--- src/rtl/core/sitoa_pkg.sv ---
`default_nettype none

package sitoa_pkg;

  localparam int unsigned CHAR_W = 8;
  localparam int unsigned BCD_W  = 4;

  localparam logic [CHAR_W-1:0] CHAR_ZERO  = 8'h30;
  localparam logic [CHAR_W-1:0] CHAR_MINUS = 8'h2D;
  localparam logic [CHAR_W-1:0] CHAR_NINE  = 8'h39;

  // double dabble: a digit of five or more gets three added before the shift
  localparam logic [BCD_W-1:0] BCD_ADJ_MIN = 4'd5;
  localparam logic [BCD_W-1:0] BCD_ADJ     = 4'd3;

endpackage

`default_nettype wire

--- src/rtl/core/signed_int_to_decimal_ascii.sv ---
`default_nettype none

// Signed integer to decimal ASCII text.
// Input channel (in_valid/in_ready/in_value) takes one two's complement
// value. Output channel (out_valid/out_ready/out_character/out_last) gives
// its text one character per request: '-' for a negative value, then the
// digits most significant first, no leading zeros. out_last marks the final
// character. The most negative value prints as '-' and its magnitude, read unsigned.
// Each value is converted in the double-dabble unit (one bit a cycle),
// then its leading zero digits are dropped, one a cycle, then its text is
// loaded one character a cycle while out_ready does not stall. in_ready is
// high only while the block is idle.
// The output is registered: the last character can wait on out_ready while
// the next value is accepted. A stalled out_ready holds the character, and
// holds the sequencer once it has the next character to load.
// Reset (rst_n low, synchronous) returns to idle and drops out_valid.
module signed_int_to_decimal_ascii
  import sitoa_pkg::*;
#(
  parameter int unsigned DATA_WIDTH = 32
) (
  input  wire logic                         clk,
  input  wire logic                         rst_n,
  input  wire logic                         in_valid,
  output logic                              in_ready,
  input  wire logic signed [DATA_WIDTH-1:0] in_value,
  output logic                              out_valid,
  input  wire logic                         out_ready,
  output logic             [CHAR_W-1:0]     out_character,
  output logic                              out_last
);

  // digits of 2^(DATA_WIDTH-1): floor((W-1)*log10(2)) + 1
  localparam int unsigned NUM_DIGITS = ((DATA_WIDTH - 1) * 30103) / 100000 + 1;
  localparam int unsigned BCD_BITS   = NUM_DIGITS * BCD_W;
  localparam int unsigned BIT_CNT_W  = $clog2(DATA_WIDTH);
  localparam int unsigned DIG_CNT_W  = $clog2(NUM_DIGITS + 1);

  typedef enum logic [2:0] {
    ST_IDLE,
    ST_CONV,
    ST_SKIP,
    ST_SIGN,
    ST_DIGS
  } state_t;

  state_t                state_r,   state_nxt;
  logic [DATA_WIDTH-1:0] mag_r,     mag_nxt;
  logic                  neg_r,     neg_nxt;
  logic [BCD_BITS-1:0]   bcd_r,     bcd_nxt;
  logic [BIT_CNT_W-1:0]  bit_cnt_r, bit_cnt_nxt;
  logic [DIG_CNT_W-1:0]  dig_cnt_r, dig_cnt_nxt;
  logic                  out_valid_r,     out_valid_nxt;
  logic [CHAR_W-1:0]     out_character_r, out_character_nxt;
  logic                  out_last_r,      out_last_nxt;

  logic [DATA_WIDTH-1:0] in_bits;
  logic [DATA_WIDTH-1:0] in_mag;
  logic [BCD_BITS-1:0]   bcd_step;
  logic [BCD_W-1:0]      top_digit;
  logic                  slot_free;
  logic                  accept;

  sitoa_bcd_step #(
    .NUM_DIGITS (NUM_DIGITS)
  ) u_bcd_step (
    .bcd       (bcd_r),
    .shift_bit (mag_r[DATA_WIDTH-1]),
    .bcd_next  (bcd_step)
  );

  assign in_bits   = in_value;
  assign in_mag    = in_bits[DATA_WIDTH-1]
                     ? (~in_bits + {{(DATA_WIDTH-1){1'b0}}, 1'b1}) : in_bits;
  assign top_digit = bcd_r[BCD_BITS-1 -: BCD_W];
  assign slot_free = !out_valid_r || out_ready;
  assign in_ready  = (state_r == ST_IDLE);
  assign accept    = in_valid && in_ready;

  always_comb begin
    state_nxt         = state_r;
    mag_nxt           = mag_r;
    neg_nxt           = neg_r;
    bcd_nxt           = bcd_r;
    bit_cnt_nxt       = bit_cnt_r;
    dig_cnt_nxt       = dig_cnt_r;
    out_valid_nxt     = out_valid_r && !out_ready;
    out_character_nxt = out_character_r;
    out_last_nxt      = out_last_r;

    case (state_r)
      ST_IDLE: begin
        if (accept) begin
          mag_nxt     = in_mag;
          neg_nxt     = in_bits[DATA_WIDTH-1];
          bcd_nxt     = '0;
          bit_cnt_nxt = '0;
          state_nxt   = ST_CONV;
        end
      end
      ST_CONV: begin
        bcd_nxt     = bcd_step;
        mag_nxt     = {mag_r[DATA_WIDTH-2:0], 1'b0};
        bit_cnt_nxt = bit_cnt_r + 1'b1;
        if (bit_cnt_r == BIT_CNT_W'(DATA_WIDTH - 1)) begin
          dig_cnt_nxt = DIG_CNT_W'(NUM_DIGITS);
          state_nxt   = ST_SKIP;
        end
      end
      ST_SKIP: begin
        // drop leading zeros, keep at least one digit
        if (top_digit == '0 && dig_cnt_r != DIG_CNT_W'(1)) begin
          bcd_nxt     = {bcd_r[BCD_BITS-BCD_W-1:0], {BCD_W{1'b0}}};
          dig_cnt_nxt = dig_cnt_r - 1'b1;
        end else if (neg_r) begin
          state_nxt = ST_SIGN;
        end else begin
          state_nxt = ST_DIGS;
        end
      end
      ST_SIGN: begin
        if (slot_free) begin
          out_valid_nxt     = 1'b1;
          out_character_nxt = CHAR_MINUS;
          out_last_nxt      = 1'b0;
          state_nxt         = ST_DIGS;
        end
      end
      ST_DIGS: begin
        if (slot_free) begin
          out_valid_nxt     = 1'b1;
          out_character_nxt = CHAR_ZERO + {{(CHAR_W-BCD_W){1'b0}}, top_digit};
          out_last_nxt      = (dig_cnt_r == DIG_CNT_W'(1));
          bcd_nxt           = {bcd_r[BCD_BITS-BCD_W-1:0], {BCD_W{1'b0}}};
          dig_cnt_nxt       = dig_cnt_r - 1'b1;
          if (dig_cnt_r == DIG_CNT_W'(1)) begin
            state_nxt = ST_IDLE;
          end
        end
      end
      default: begin
        state_nxt = ST_IDLE;
      end
    endcase
  end

  always_ff @(posedge clk) begin
    if (!rst_n) begin
      state_r     <= ST_IDLE;
      out_valid_r <= 1'b0;
    end else begin
      state_r     <= state_nxt;
      out_valid_r <= out_valid_nxt;
    end
    mag_r           <= mag_nxt;
    neg_r           <= neg_nxt;
    bcd_r           <= bcd_nxt;
    bit_cnt_r       <= bit_cnt_nxt;
    dig_cnt_r       <= dig_cnt_nxt;
    out_character_r <= out_character_nxt;
    out_last_r      <= out_last_nxt;
  end

  assign out_valid     = out_valid_r;
  assign out_character = out_character_r;
  assign out_last      = out_last_r;

endmodule

`default_nettype wire

--- src/rtl/core/sitoa_bcd_step.sv ---
`default_nettype none

// One double-dabble step: correct each BCD digit, then shift in the next
// magnitude bit.
module sitoa_bcd_step
  import sitoa_pkg::*;
#(
  parameter int unsigned NUM_DIGITS = 10
) (
  input  wire logic [NUM_DIGITS*BCD_W-1:0] bcd,
  input  wire logic                        shift_bit,
  output logic      [NUM_DIGITS*BCD_W-1:0] bcd_next
);

  logic [NUM_DIGITS*BCD_W-1:0] adjusted;

  always_comb begin
    for (int i = 0; i < NUM_DIGITS; i++) begin
      if (bcd[i*BCD_W +: BCD_W] >= BCD_ADJ_MIN) begin
        adjusted[i*BCD_W +: BCD_W] = bcd[i*BCD_W +: BCD_W] + BCD_ADJ;
      end else begin
        adjusted[i*BCD_W +: BCD_W] = bcd[i*BCD_W +: BCD_W];
      end
    end
  end

  assign bcd_next = {adjusted[NUM_DIGITS*BCD_W-2:0], shift_bit};

endmodule

`default_nettype wire

--- config.mk ---
export PLATFORM = sky130hd
export DESIGN_NAME = signed_int_to_decimal_ascii
export DESIGN_NICKNAME = d
export VERILOG_FILES = /design/src/rtl/core/sitoa_pkg.sv /design/src/rtl/core/signed_int_to_decimal_ascii.sv /design/src/rtl/core/sitoa_bcd_step.sv
export SDC_FILE = /design/constraint.sdc
export NUM_CORES = 1
export LEC_CHECK = 0
export CAP_MARGIN = 40
export CORE_MARGIN = 1
export CORE_UTILIZATION = 40
export CTS_CLUSTER_DIAMETER = 40
export CTS_CLUSTER_SIZE = 28
export DETAILED_ROUTE_END_ITERATION = 12
export DONT_BUFFER_PORTS = 1
export SLEW_MARGIN = 30
export SYNTH_ARGS = -nofsm -noshare
export SYNTH_HDL_FRONTEND = slang
export SYNTH_SLANG_ARGS = --single-unit
--- constraint.sdc ---
create_clock -name clk -period 4.6 [get_ports clk]
set_input_delay 1.15 -clock clk [delete_from_list [all_inputs] [get_ports clk]]
set_output_delay 1.15 -clock clk [all_outputs]
set_load 0.1 [all_outputs]
# Word level (Yosys, flattened, before mapping)
# Cells that the tools add are included.
# W data, S select, Z words.
# totals
register_bits,95
inputBits,36
out_inout_bits,11
elab_cells,106
# classes
add_sub_neg,14
n_lt_le_gt_ge,10
n_eq_ne,14
muxes,39
bitwise,1
n_reduce_logical,19
# ops
cell,count
$pmux W40 S4,1
$mux W40,3
$mux W32,2
$pmux W32 S2,1
$mux W4,12
$ge A4 B3 Y1 const B,10
$add A4 B2 Y4 const B,9
$add A32 B1 Y32 const B,1
$not A32 Y32,1
$mux W3,8
$mux W8,2
$pmux W8 S2,1
$pmux W3 S5,1
$ne A2 B2 Y1 const B,6
$pmux W4 S3,1
$pmux W5 S2,1
$reduce_and A4 Y1,2
$add A6 B4 Y7 const A,1
$eq A3 B2 Y1 const B,2
$reduce_and A6 Y1,1
$add A5 B1 Y5 const B,1
$eq A5 B5 Y1 const B,1
$mux W5,1
$eq A4 B1 Y1 const B,1
other kinds (19),27

# Logic depth before layout (Yosys ltp)
# Gate-level depths: netlist of run 1.
# logic_depth
word_depth,5
ltp_mapped,7
ltp_nobuf,7

# Hierarchy
# A second synthesis of run 1 with hierarchy kept.
# unflattened
cells_unflattened,552
area_unflattened_um2,5758.0
# modules_own_cells
mod,n_inst,cells_each,area_per_inst_um2,seq_area_each_um2
signed_int_to_decimal_ascii,1,395,4757.1,2722.6
sitoa_bcd_step,1,157,1001.0,0.0

# Worst setup path before layout of run 1
# OpenSTA, ideal clock, no wires.
# synth_path
path_type,in2reg
startpoint,in out_ready
endpoint,"reg bcd_r[0], enable pin"
setup_ns,0.493
arrival_time_ns,4.435
required_time_ns,4.107
path_slack_ns,-0.327
path_stages,3
path_buffers,0
path_cell_list,and3b_1 > o32a_1 > o21ai_0
# synth_via
elab_chain_len,3
# synth_rtl
element,line_no,rtl
start: declaration,signed_int_to_decimal_ascii.sv:28,"input wire logic out_ready,"
$logic_or A1 B1 Y1,signed_int_to_decimal_ascii.sv:76,assign slot_free = !out_valid_r || out_ready;
$ne A2 B2 Y1 (no line),n/a,
$reduce_and A4 Y1 (no line),n/a,
end signal: assignment,signed_int_to_decimal_ascii.sv:157,bcd_r <= bcd_nxt;
end: declaration,signed_int_to_decimal_ascii.sv:50,"logic [BCD_BITS-1:0] bcd_r, bcd_nxt;"
# No other way between the ends.
# A chain may end at the register's enable or synchronous reset.

# Worst setup path after layout of run 1
# layout_path
startpoint,in in_value[0]
endpoint,"reg mag_r[22], data pin"
# layout_via
elab_chain_len,5
# layout_rtl
element,line_no,rtl
start: declaration,signed_int_to_decimal_ascii.sv:26,"input wire logic signed [DATA_WIDTH-1:0] in_value,"
$not A32 Y32,signed_int_to_decimal_ascii.sv:74,"? (~in_bits + {{(DATA_WIDTH-1){1'b0}}, 1'b1}) : in_bits;"
$add A32 B1 Y32,signed_int_to_decimal_ascii.sv:74,
$mux W32,signed_int_to_decimal_ascii.sv:74,
$mux W32,signed_int_to_decimal_ascii.sv:93,if (accept) begin
$pmux W32 S2,signed_int_to_decimal_ascii.sv:91,case (state_r)
via mag_nxt[22],signed_int_to_decimal_ascii.sv:48,"logic [DATA_WIDTH-1:0] mag_r, mag_nxt;"
end signal: assignment,signed_int_to_decimal_ascii.sv:155,mag_r <= mag_nxt;
end: declaration,signed_int_to_decimal_ascii.sv:48,
# The timed path passes the listed nets, and every way through them passes these cells. The select of a mux whose other input is x is not followed.

==> results of run 1 <==
[power groups by stage]
stage,logic (mW),clock network (mW),registers (mW)
final,1.18,0.724,1.60
after global routing,1.35,0.770,1.65
after CTS,1.16,0.746,1.62
after detailed placement,1.15,0,1.63
after global placement,1.10,0,1.63
after floorplan,0.928,0,1.56
[kinds of logic after synthesis]
family | Yosys count | synth area share [%]
simple gates | 176 | 16.08
compound gates | 148 | 16.66
flops | 92 | 49.13
buf+inv | 52 | 3.861
xor+xnor | 50 | 7.902
fa+ha+maj | 26 | 5.870
other cells | 2 | 0.1355
mux | 2 | 0.3613
[final timing paths]
kind               end    startpoint  cells past startpoint  slack [ns]
max          mag_r[22]   in_value[0]                      7        1.70
min          mag_r[12]     mag_r[11]                      2        0.53
max reg2reg  bcd_r[19]  dig_cnt_r[0]                      6        2.27
min reg2reg  mag_r[12]     mag_r[11]                      2        0.53
[metal layers]
layer / track usage [%] / share of wire (%) / routed length, um
met4: 7.734 / 1.8 / 190
met5: 0 / 0 / 0
met3: 2.994 / 3.3 / 347
met1: 19.86 / 48 / 5072
met2: 24.89 / 46 / 4870
[layout make-up]
class / instances / area share (%)
flip-flops and latches: 92 / 44.95
clock buffers: 10 / 3.780
clock inverters: 6 / 0.9089
multi-input cells: 405 / 43.44
inverters: 24 / 1.487
repair buffers: 8 / 1.797
well taps: 176 / 3.636
[per-stage QoR]
step | setup slack, ns | cells | instance area (um2) | total power [mW] | utilization [%]
4_1_cts | 1.694 | 719 | 6018 | 3.521 | 44.91
2_1_floorplan | 0.7214 | 549 | 5545 | 2.485 | -
3_3_place_gp | 1.373 | 702 | 5719 | 2.723 | 42.68
5_1_grt | 1.396 | 721 | 6057 | 3.778 | 45.20
3_5_place_dp | 1.315 | 703 | 5734 | 2.779 | 42.79
6_report | 1.695 | 721 | 6057 | 3.509 | 45.20
[flip-flops by register name, summed over array words and instances, names as in the netlist]
signal	flops
neg_r	1
bit_cnt_r	5
bcd_r	40
out_valid	1
out_character	5
state_r	3
mag_r	32
out_last	1
dig_cnt_r	4
[worst max-delay path: cells and delay by family]
family          cells  cell delay [ns]
compound gates      2             0.59
buf+inv             1             0.05
fa+ha+maj           1             0.18
simple gates        2             0.79
xor+xnor            1             0.20
[placed cells by master, fill, tap and decap left out, types with 6 or more instances in the layout]
cell / Yosys / routed
a21oi_1: 42 / 41
a22o_1: 8 / 8
clkbuf_16: 0 / 10
edfxtp_1: 88 / 88
ha_1: 26 / 26
inv_1: 24 / 24
nand2_1: 65 / 64
nand2b_1: 16 / 16
nor2_1: 32 / 32
nor3_1: 10 / 9
nor3b_1: 11 / 11
o21ai_0: 57 / 56
o21ai_1: 6 / 6
o31ai_1: 15 / 15
o41ai_1: 7 / 7
or3_1: 7 / 7
xnor2_1: 13 / 13
xor2_1: 37 / 37
==> run_results.csv, run 1 <==
group,metric,value,unit
run_status,status,"completed",
synth,synth_top_area_cell,"edfxtp_1",
global_route,antenna_found_initial,0,
floorplan,die_h,119.7,um
clocking,clk_latency,0.35,ns
timing,finalSetupTns,0,ns
timing,hold_viol,0,
detailed_routing,drtIter0Drc,163,
placed_design,dpl.hpwl,6865,um
timing,fin_crit,2.905,ns
placed_design,io_buffers,0,
synth,synthesis.area,5542,um2
timing,worst_pin_slew,0.8984,ns
setup_path,required,4.67,ns
power,peakVddDrop,213.1,uV
floorplan,fp.dieW,119.7,um
placed_design,gp_congestion,0.7350,
clocking,cts_tree,"yes",
global_route,grt_start_max_net_pins,65,
floorplan,initial_utilization,41.35,%
floorplan,num_rows,42,
synth,ys.flop_type,"edfxtp_1",
setup_path,cp_slowest_cell,"o41ai_1",
setup_path,crit_arrival,2.97,ns
power,switchingPower,1.266,mW
detailed_routing,drc_errors,0,
detailed_routing,wl,10480,um
synth,synth_area_leaders,"edfxtp_1 (48%), ha_1 (5.9%), xor2_1 (5.8%), o21ai_0 (5.1%), nand2_1 (4.4%)",
setup_path,cp_max_fo,9,
clocking,ctsHoldBuffers,0,
power,leakagePower,2.152,nW
power,p_comb_share,33.6,%
synth,async_reset_ff_share,0,%
floorplan,top_level_ports,47,
synth,yosysWarnings,0,
detailed_routing,detail_route.wl_per_cell,14.54,um
synth,synth_top_area_share,47.69,%
clocking,htreeDepth,3,
power,power_density,579.3,nW/um2
detailed_routing,num_vias,3863,
floorplan,core_region_area,13400,um2
synth,synth_edf_count,88,
clocking,cts_num_sinks,92,
setup_path,cpPeakStageDelay,0.50,ns
final_layout,final_nets,602,
final_layout,syn_to_final_growth,9.302,%
synth,synth_area_per_cell,10.11,um2
synth,yosysUniqueCellTypes,50,
setup_path,path_class,"in2reg",
final_layout,regArea,2723,um2
global_route,grt_pass1_vias,3815,
timing,final-max-slew-violation-count,0,
detailed_routing,ant_nets,0,
power,p_sw_share,36.09,%
final_layout,fillers,1274,
synth,synth_seq_cells,92,
run,max_cap_violations,0,
global_route,track_usage,15.47,%
floorplan,dieArea,14330,um2
synth,synth_most_common_cell,"edfxtp_1",
final_layout,drive_gt1_share,7.156,%
final_layout,antenna_cells,0,
synth,synth_commonest_cells,"edfxtp_1 (88), nand2_1 (65), o21ai_0 (57), a21oi_1 (42), xor2_1 (37)",
synth,seq_area_frac_synth,49.13,%
power,p_int,2.243,mW
global_route,grt_first_pass_wirelength,17610,um
clocking,cts_setup_buffers,0,
final_layout,multi_input_area,2631,um2
timing,fin_skew,0.007536,ns
detailed_routing,dr.pass1.iters,4,
timing,relSlewSlack,40.23,%
clocking,cts_buffers,9,
timing,period_share,63.15,%
clocking,clockRootBuffer,"clkbuf_16",
global_route,grt_overflow,0,
clocking,clockBufferDepth,2,
power,p_clk_share,20.6,%
timing,fmax,344.2,MHz
detailed_routing,vias_per_cell,5.358,
timing,rsz0062_at_grt,"no",
setup_path,start_kind,"primary input",
synth,synthCells,548,
timing,fin_hold_ws,0.5259,ns
setup_path,path_cells,"inv_1 -> ha_1 -> nor4b_1 -> nand4_1 -> o41ai_1 -> xor2_1 -> a21oi_1",
min_path,min_path_type,"reg2reg",
clocking,clkTransAtPathRegs,0.06,ns
clocking,post_cts_resize_count,0,
setup_path,cp-end-kind,"flop",
timing,setup_viol,0,
power,seq_power_share,45.7,%
(Power assumes the default switching activity.)
==> run 2, diff against run 1 <==
- clock period: 4.6 -> 2.6 ns (I/O delays scaled with it)
==> run_results.csv, run 2 (same netlist as run 1, synthesis figures left out) <==
group,metric,value,unit
timing,relSlewSlack,60.04,%
global_route,grt_pass1_vias,4056,
detailed_routing,drtIter0Drc,143,
global_route,antenna_found_initial,0,
floorplan,core_region_area,13400,um2
timing,period_share,85.64,%
min_path,min_path_type,"in2reg",
detailed_routing,detail_route.wl_per_cell,14.85,um
setup_path,required,2.87,ns
placed_design,gp_congestion,0.7213,
clocking,clockBufferDepth,2,
clocking,clk_latency,0.35,ns
final_layout,drive_gt1_share,8.680,%
placed_design,io_buffers,0,
power,power_density,1022,nW/um2
timing,setup_viol,0,
detailed_routing,dr.pass1.iters,5,
final_layout,final_nets,611,
placed_design,place_area,5816,um2
setup_path,r2r_slack,0.37,ns
detailed_routing,num_vias,3994,
clocking,cts_setup_buffers,0,
timing,hold_viol,0,
floorplan,die_h,119.7,um
power,peakVddDrop,418.9,uV
timing,rsz0062_at_grt,"no",
clocking,ctsHoldBuffers,0,
timing,fin_skew,0.006148,ns
final_layout,final_area,6118,um2
setup_path,crit_arrival,2.50,ns
clocking,clockRootBuffer,"clkbuf_16",
timing,worst_pin_slew,0.5931,ns
run,max_cap_violations,0,
clocking,post_cts_resize_count,0,
final_layout,syn_to_final_growth,10.41,%
final_layout,largest_registers,"bcd_r x40, mag_r x32",
setup_path,start_kind,"flop",
global_route,grt_start_max_net_pins,44,
floorplan,dieArea,14330,um2
global_route,grt_overflow,0,
run_status,status,"completed",
final_layout,fillers,1287,
floorplan,top_level_ports,47,
final_layout,antenna_cells,0,
detailed_routing,vias_per_cell,5.479,
detailed_routing,drc_errors,0,
timing,fmax,449.1,MHz
power,leakagePower,2.188,nW
timing,finalSetupTns,0,ns
floorplan,initial_utilization,41.35,%
floorplan,num_rows,42,
final_layout,final_common_cell,"edfxtp_1",
timing,final-max-slew-violation-count,0,
final_layout,regMostFlops,"bcd_r",
final_layout,layout_common_cells,"edfxtp_1 (88), nand2_1 (64), o21ai_0 (56), a21oi_1 (41), xor2_1 (37)",
setup_path,path_class,"reg2reg",
clocking,cts_buffers,9,
timing,fin_crit,2.227,ns
global_route,track_usage,15.88,%
detailed_routing,wl,10830,um
clocking,htreeDepth,3,
global_route,grt_first_pass_wirelength,18310,um
clocking,cts_num_sinks,92,
floorplan,fp.dieW,119.7,um
final_layout,largest_reg_flops,40,
clocking,clkTransAtPathRegs,0.06,ns
setup_path,cp-end-kind,"flop",
clocking,cts_tree,"yes",
detailed_routing,ant_nets,0,
placed_design,dpl.hpwl,7266,um
setup_path,cp_max_fo,3,
-- run 2: cell types whose count changed in the layout (fill, tap and decap cells not counted), sizes merged --
| cell | change |
|---|---|
| buf | +10 |
| clkinv | -2 |
| clkbuf | -1 |
| clkinvlp | +1 |
-- run 2: final cells by class --
type	count	area, um2	share of cell area [%]
Tap cell	176	220.2	3.599
Sequential cell	92	2723	44.50
Clock inverter	5	53.80	0.8793
Clock buffer	10	229.0	3.742
Multi-Input combinational cell	405	2638	43.11
Inverter	24	90.09	1.472
Timing Repair Buffer	17	165.2	2.699
-- run 2: routing by layer --
metal / GRT usage, % / vias up / routed length, um
met1: 19.01 / 1941 / 5044
met5: 0 / - / 0
met4: 7.656 / 0 / 189
met2: 27.20 / 66 / 5188
li1: - / 1973 / -
met3: 3.184 / 14 / 404
-- run 2: final timing paths --
check          startpoint         end  cells past startpoint
max reg2reg  dig_cnt_r[1]  state_r[0]                      7
min          in_value[31]       neg_r                      0
max          dig_cnt_r[1]  state_r[0]                      7
min reg2reg      mag_r[9]   mag_r[10]                      2
-- run 2: critical path, stage by stage, from the launching register on --
cell and delay [ns]:
edfxtp_1 0.38, inv_1 0.10, ha_1 0.14, or3b_1 0.39, a2111oi_0 0.51, nor3_1 0.15, a21oi_1 0.25, mux2i_1 0.23
-- run 2: per-stage QoR --
| step | utilization (%) | instances | worst slack, ns | total power, mW | hold WS, ns |
|---|---|---|---|---|---|
| 2_1_floorplan | - | 549 | 0.07608 | 4.408 | 0.4963 |
| 3_3_place_gp | 43.40 | 713 | 0.2020 | 4.868 | 0.5087 |
| 3_5_place_dp | 43.40 | 713 | 0.1523 | 4.978 | 0.5185 |
| 4_1_cts | 45.51 | 728 | 0.3705 | 6.292 | 0.3811 |
| 5_1_grt | 45.66 | 729 | 0.2264 | 6.699 | 0.3814 |
| 6_report | 45.66 | 729 | 0.3734 | 6.253 | 0.4009 |
-- run 2: power breakdown --
group / total [mW] / switching, mW / leakage [nW] / internal (mW)
logic: 2.17 / 1.32 / 1.14 / 0.845
clock network: 1.28 / 0.544 / 0.132 / 0.735
registers: 2.81 / 0.404 / 0.911 / 2.40
total: 6.25 / 2.27 / 2.19 / 3.98
==> run 3, diff against run 2 <==
==> constraint.sdc (replaced) <==
create_clock -name clk -period 2.5 [get_ports clk]
set_input_delay 0.125 -clock clk [delete_from_list [all_inputs] [get_ports clk]]
set_output_delay 0.125 -clock clk [all_outputs]
set_load 0.1 [all_outputs]
==> run_results.csv, run 3 (same netlist as run 1, synthesis figures left out) <==
group,metric,value,unit
final_layout,largest_reg_flops,40,
power,power_density,1051,nW/um2
final_layout,syn_to_final_growth,10.86,%
min_path,hold_end,"out_valid",
timing,relSlewSlack,40.87,%
min_path,hold_depth,2,
detailed_routing,drc_errors,0,
floorplan,core_region_area,13400,um2
floorplan,initial_utilization,41.35,%
setup_path,timing.rr.end,"state_r[0]",
setup_path,rr_worst_depth,7,
detailed_routing,dr.pass1.iters,4,
clocking,clkTransAtPathRegs,0.07,ns
clocking,htreeDepth,3,
floorplan,fp.dieW,119.7,um
floorplan,num_rows,42,
timing,hold_viol,0,
final_layout,largest_registers,"bcd_r x40, mag_r x32",
global_route,grt_overflow,0,
setup_path,required,2.77,ns
timing,fmax,475.4,MHz
placed_design,gp_congestion,0.7445,
min_path,min_path_type,"in2reg",
clocking,cts_setup_buffers,0,
timing,worst_pin_slew,0.8888,ns
floorplan,dieArea,14330,um2
final_layout,layout_common_cells,"edfxtp_1 (88), nand2_1 (64), o21ai_0 (56), a21oi_1 (41), xor2_1 (37)",
global_route,grt_first_pass_wirelength,17820,um
timing,fin_skew,0.009318,ns
clocking,cts_num_sinks,92,
power,peakVddDrop,392.1,uV
detailed_routing,vias_per_cell,5.421,
final_layout,antenna_cells,0,
detailed_routing,num_vias,3941,
min_path,hp-start,"out_ready",
placed_design,io_buffers,0,
clocking,cts_buffers,9,
setup_path,r2r-start,"dig_cnt_r[1]",
final_layout,final_area,6143,um2
final_layout,fillers,1257,
setup_path,startpoint,"dig_cnt_r[1]",
global_route,track_usage,15.40,%
detailed_routing,wl,10370,um
setup_path,crit_arrival,2.37,ns
setup_path,cp_max_fo,3,
timing,finalSetupTns,0,ns
detailed_routing,detail_route.wl_per_cell,14.26,um
clocking,clockRootBuffer,"clkbuf_16",
final_layout,final_nets,608,
final_layout,drive_gt1_share,7.985,%
detailed_routing,ant_nets,0,
clocking,post_cts_resize_count,0,
timing,rsz0062_at_grt,"no",
clocking,cts_tree,"yes",
placed_design,dpl.hpwl,6954,um
global_route,grt_pass1_vias,3893,
floorplan,die_h,119.7,um
global_route,antenna_found_initial,0,
clocking,ctsHoldBuffers,2,
setup_path,r2r_slack,0.40,ns
setup_path,cp-end-kind,"flop",
timing,period_share,84.15,%
power,leakagePower,2.195,nW
setup_path,start_kind,"flop",
timing,setup_viol,0,
global_route,grt_start_max_net_pins,55,
timing,final-max-slew-violation-count,0,
detailed_routing,drtIter0Drc,212,
final_layout,final_common_cell,"edfxtp_1",
placed_design,place_area,5786,um2
run_status,status,"completed",
clocking,clk_latency,0.34,ns
timing,fin_crit,2.104,ns
run,max_cap_violations,0,
final_layout,regMostFlops,"bcd_r",
clocking,clockBufferDepth,2,
floorplan,top_level_ports,47,
setup_path,path_class,"reg2reg",
==> run 3: changes by cell type in the layout (fill, tap and decap cells not counted), sizes merged <==
cell / change
clkbuf: +1
dlygate4sd3: +2
clkinvlp: -1
buf: -6
inv: +1
clkinv: +1
==> run 3: routing by layer <==
| metal | vias to the layer above | track usage [%] | wire (um) |
|---|---|---|---|
| li1 | 1969 | - | - |
| met1 | 1892 | 19.76 | 4902 |
| met2 | 70 | 25.69 | 4893 |
| met3 | 10 | 2.804 | 451 |
| met4 | 0 | 6.016 | 118 |
| met5 | - | 0 | 0 |
==> run 3: cell type report <==
cell class / count / area [um2] / area share, %
clock inverters: 6 / 63.81 / 1.039
clock buffers: 10 / 229.0 / 3.727
inverters: 24 / 90.09 / 1.466
repair buffers: 14 / 180.2 / 2.933
well taps: 176 / 220.2 / 3.585
flip-flops and latches: 92 / 2723 / 44.32
multi-input cells: 405 / 2638 / 42.93
==> run 3: report_power, final <==
part           switching [mW]  internal [mW]  total, mW  leakage [nW]
Combinational            1.31          0.865       2.17          1.14
Clock                   0.571          0.775       1.35         0.140
Sequential              0.440           2.50       2.94         0.911
==> run 3: worst max-delay path, cell delays in order (launching register included) <==
cell	delay (ns)
edfxtp_1	0.39
inv_1	0.09
ha_1	0.13
or3b_1	0.39
a2111oi_0	0.47
nor3_1	0.14
a21oi_1	0.24
mux2i_1	0.20
==> run 3: worst max-delay path by stage <==
stage	to	slack [ns]	cells after the start
after floorplan	bit_cnt_r[0]	0.009	4
after global placement	state_r[2]	0.48	7
after detailed placement	state_r[2]	0.41	7
after CTS	state_r[0]	0.39	7
after global routing	state_r[0]	0.24	7
final	state_r[0]	0.40	7
==> run 3: per-stage QoR <==
step | instances | total power [mW] | utilization (%) | worst slack [ns] | hold slack (ns)
final | 727 | 6.459 | 45.85 | 0.3964 | 0.004884
after global routing | 727 | 6.998 | 45.85 | 0.2376 | 0.02631
after CTS | 725 | 6.506 | 45.51 | 0.3946 | 0.001025
after detailed placement | 707 | 5.134 | 43.17 | 0.4059 | 0.2263
after global placement | 705 | 5.037 | 42.95 | 0.4789 | 0.2263
after floorplan | 549 | 4.582 | - | 0.008873 | 0.2239
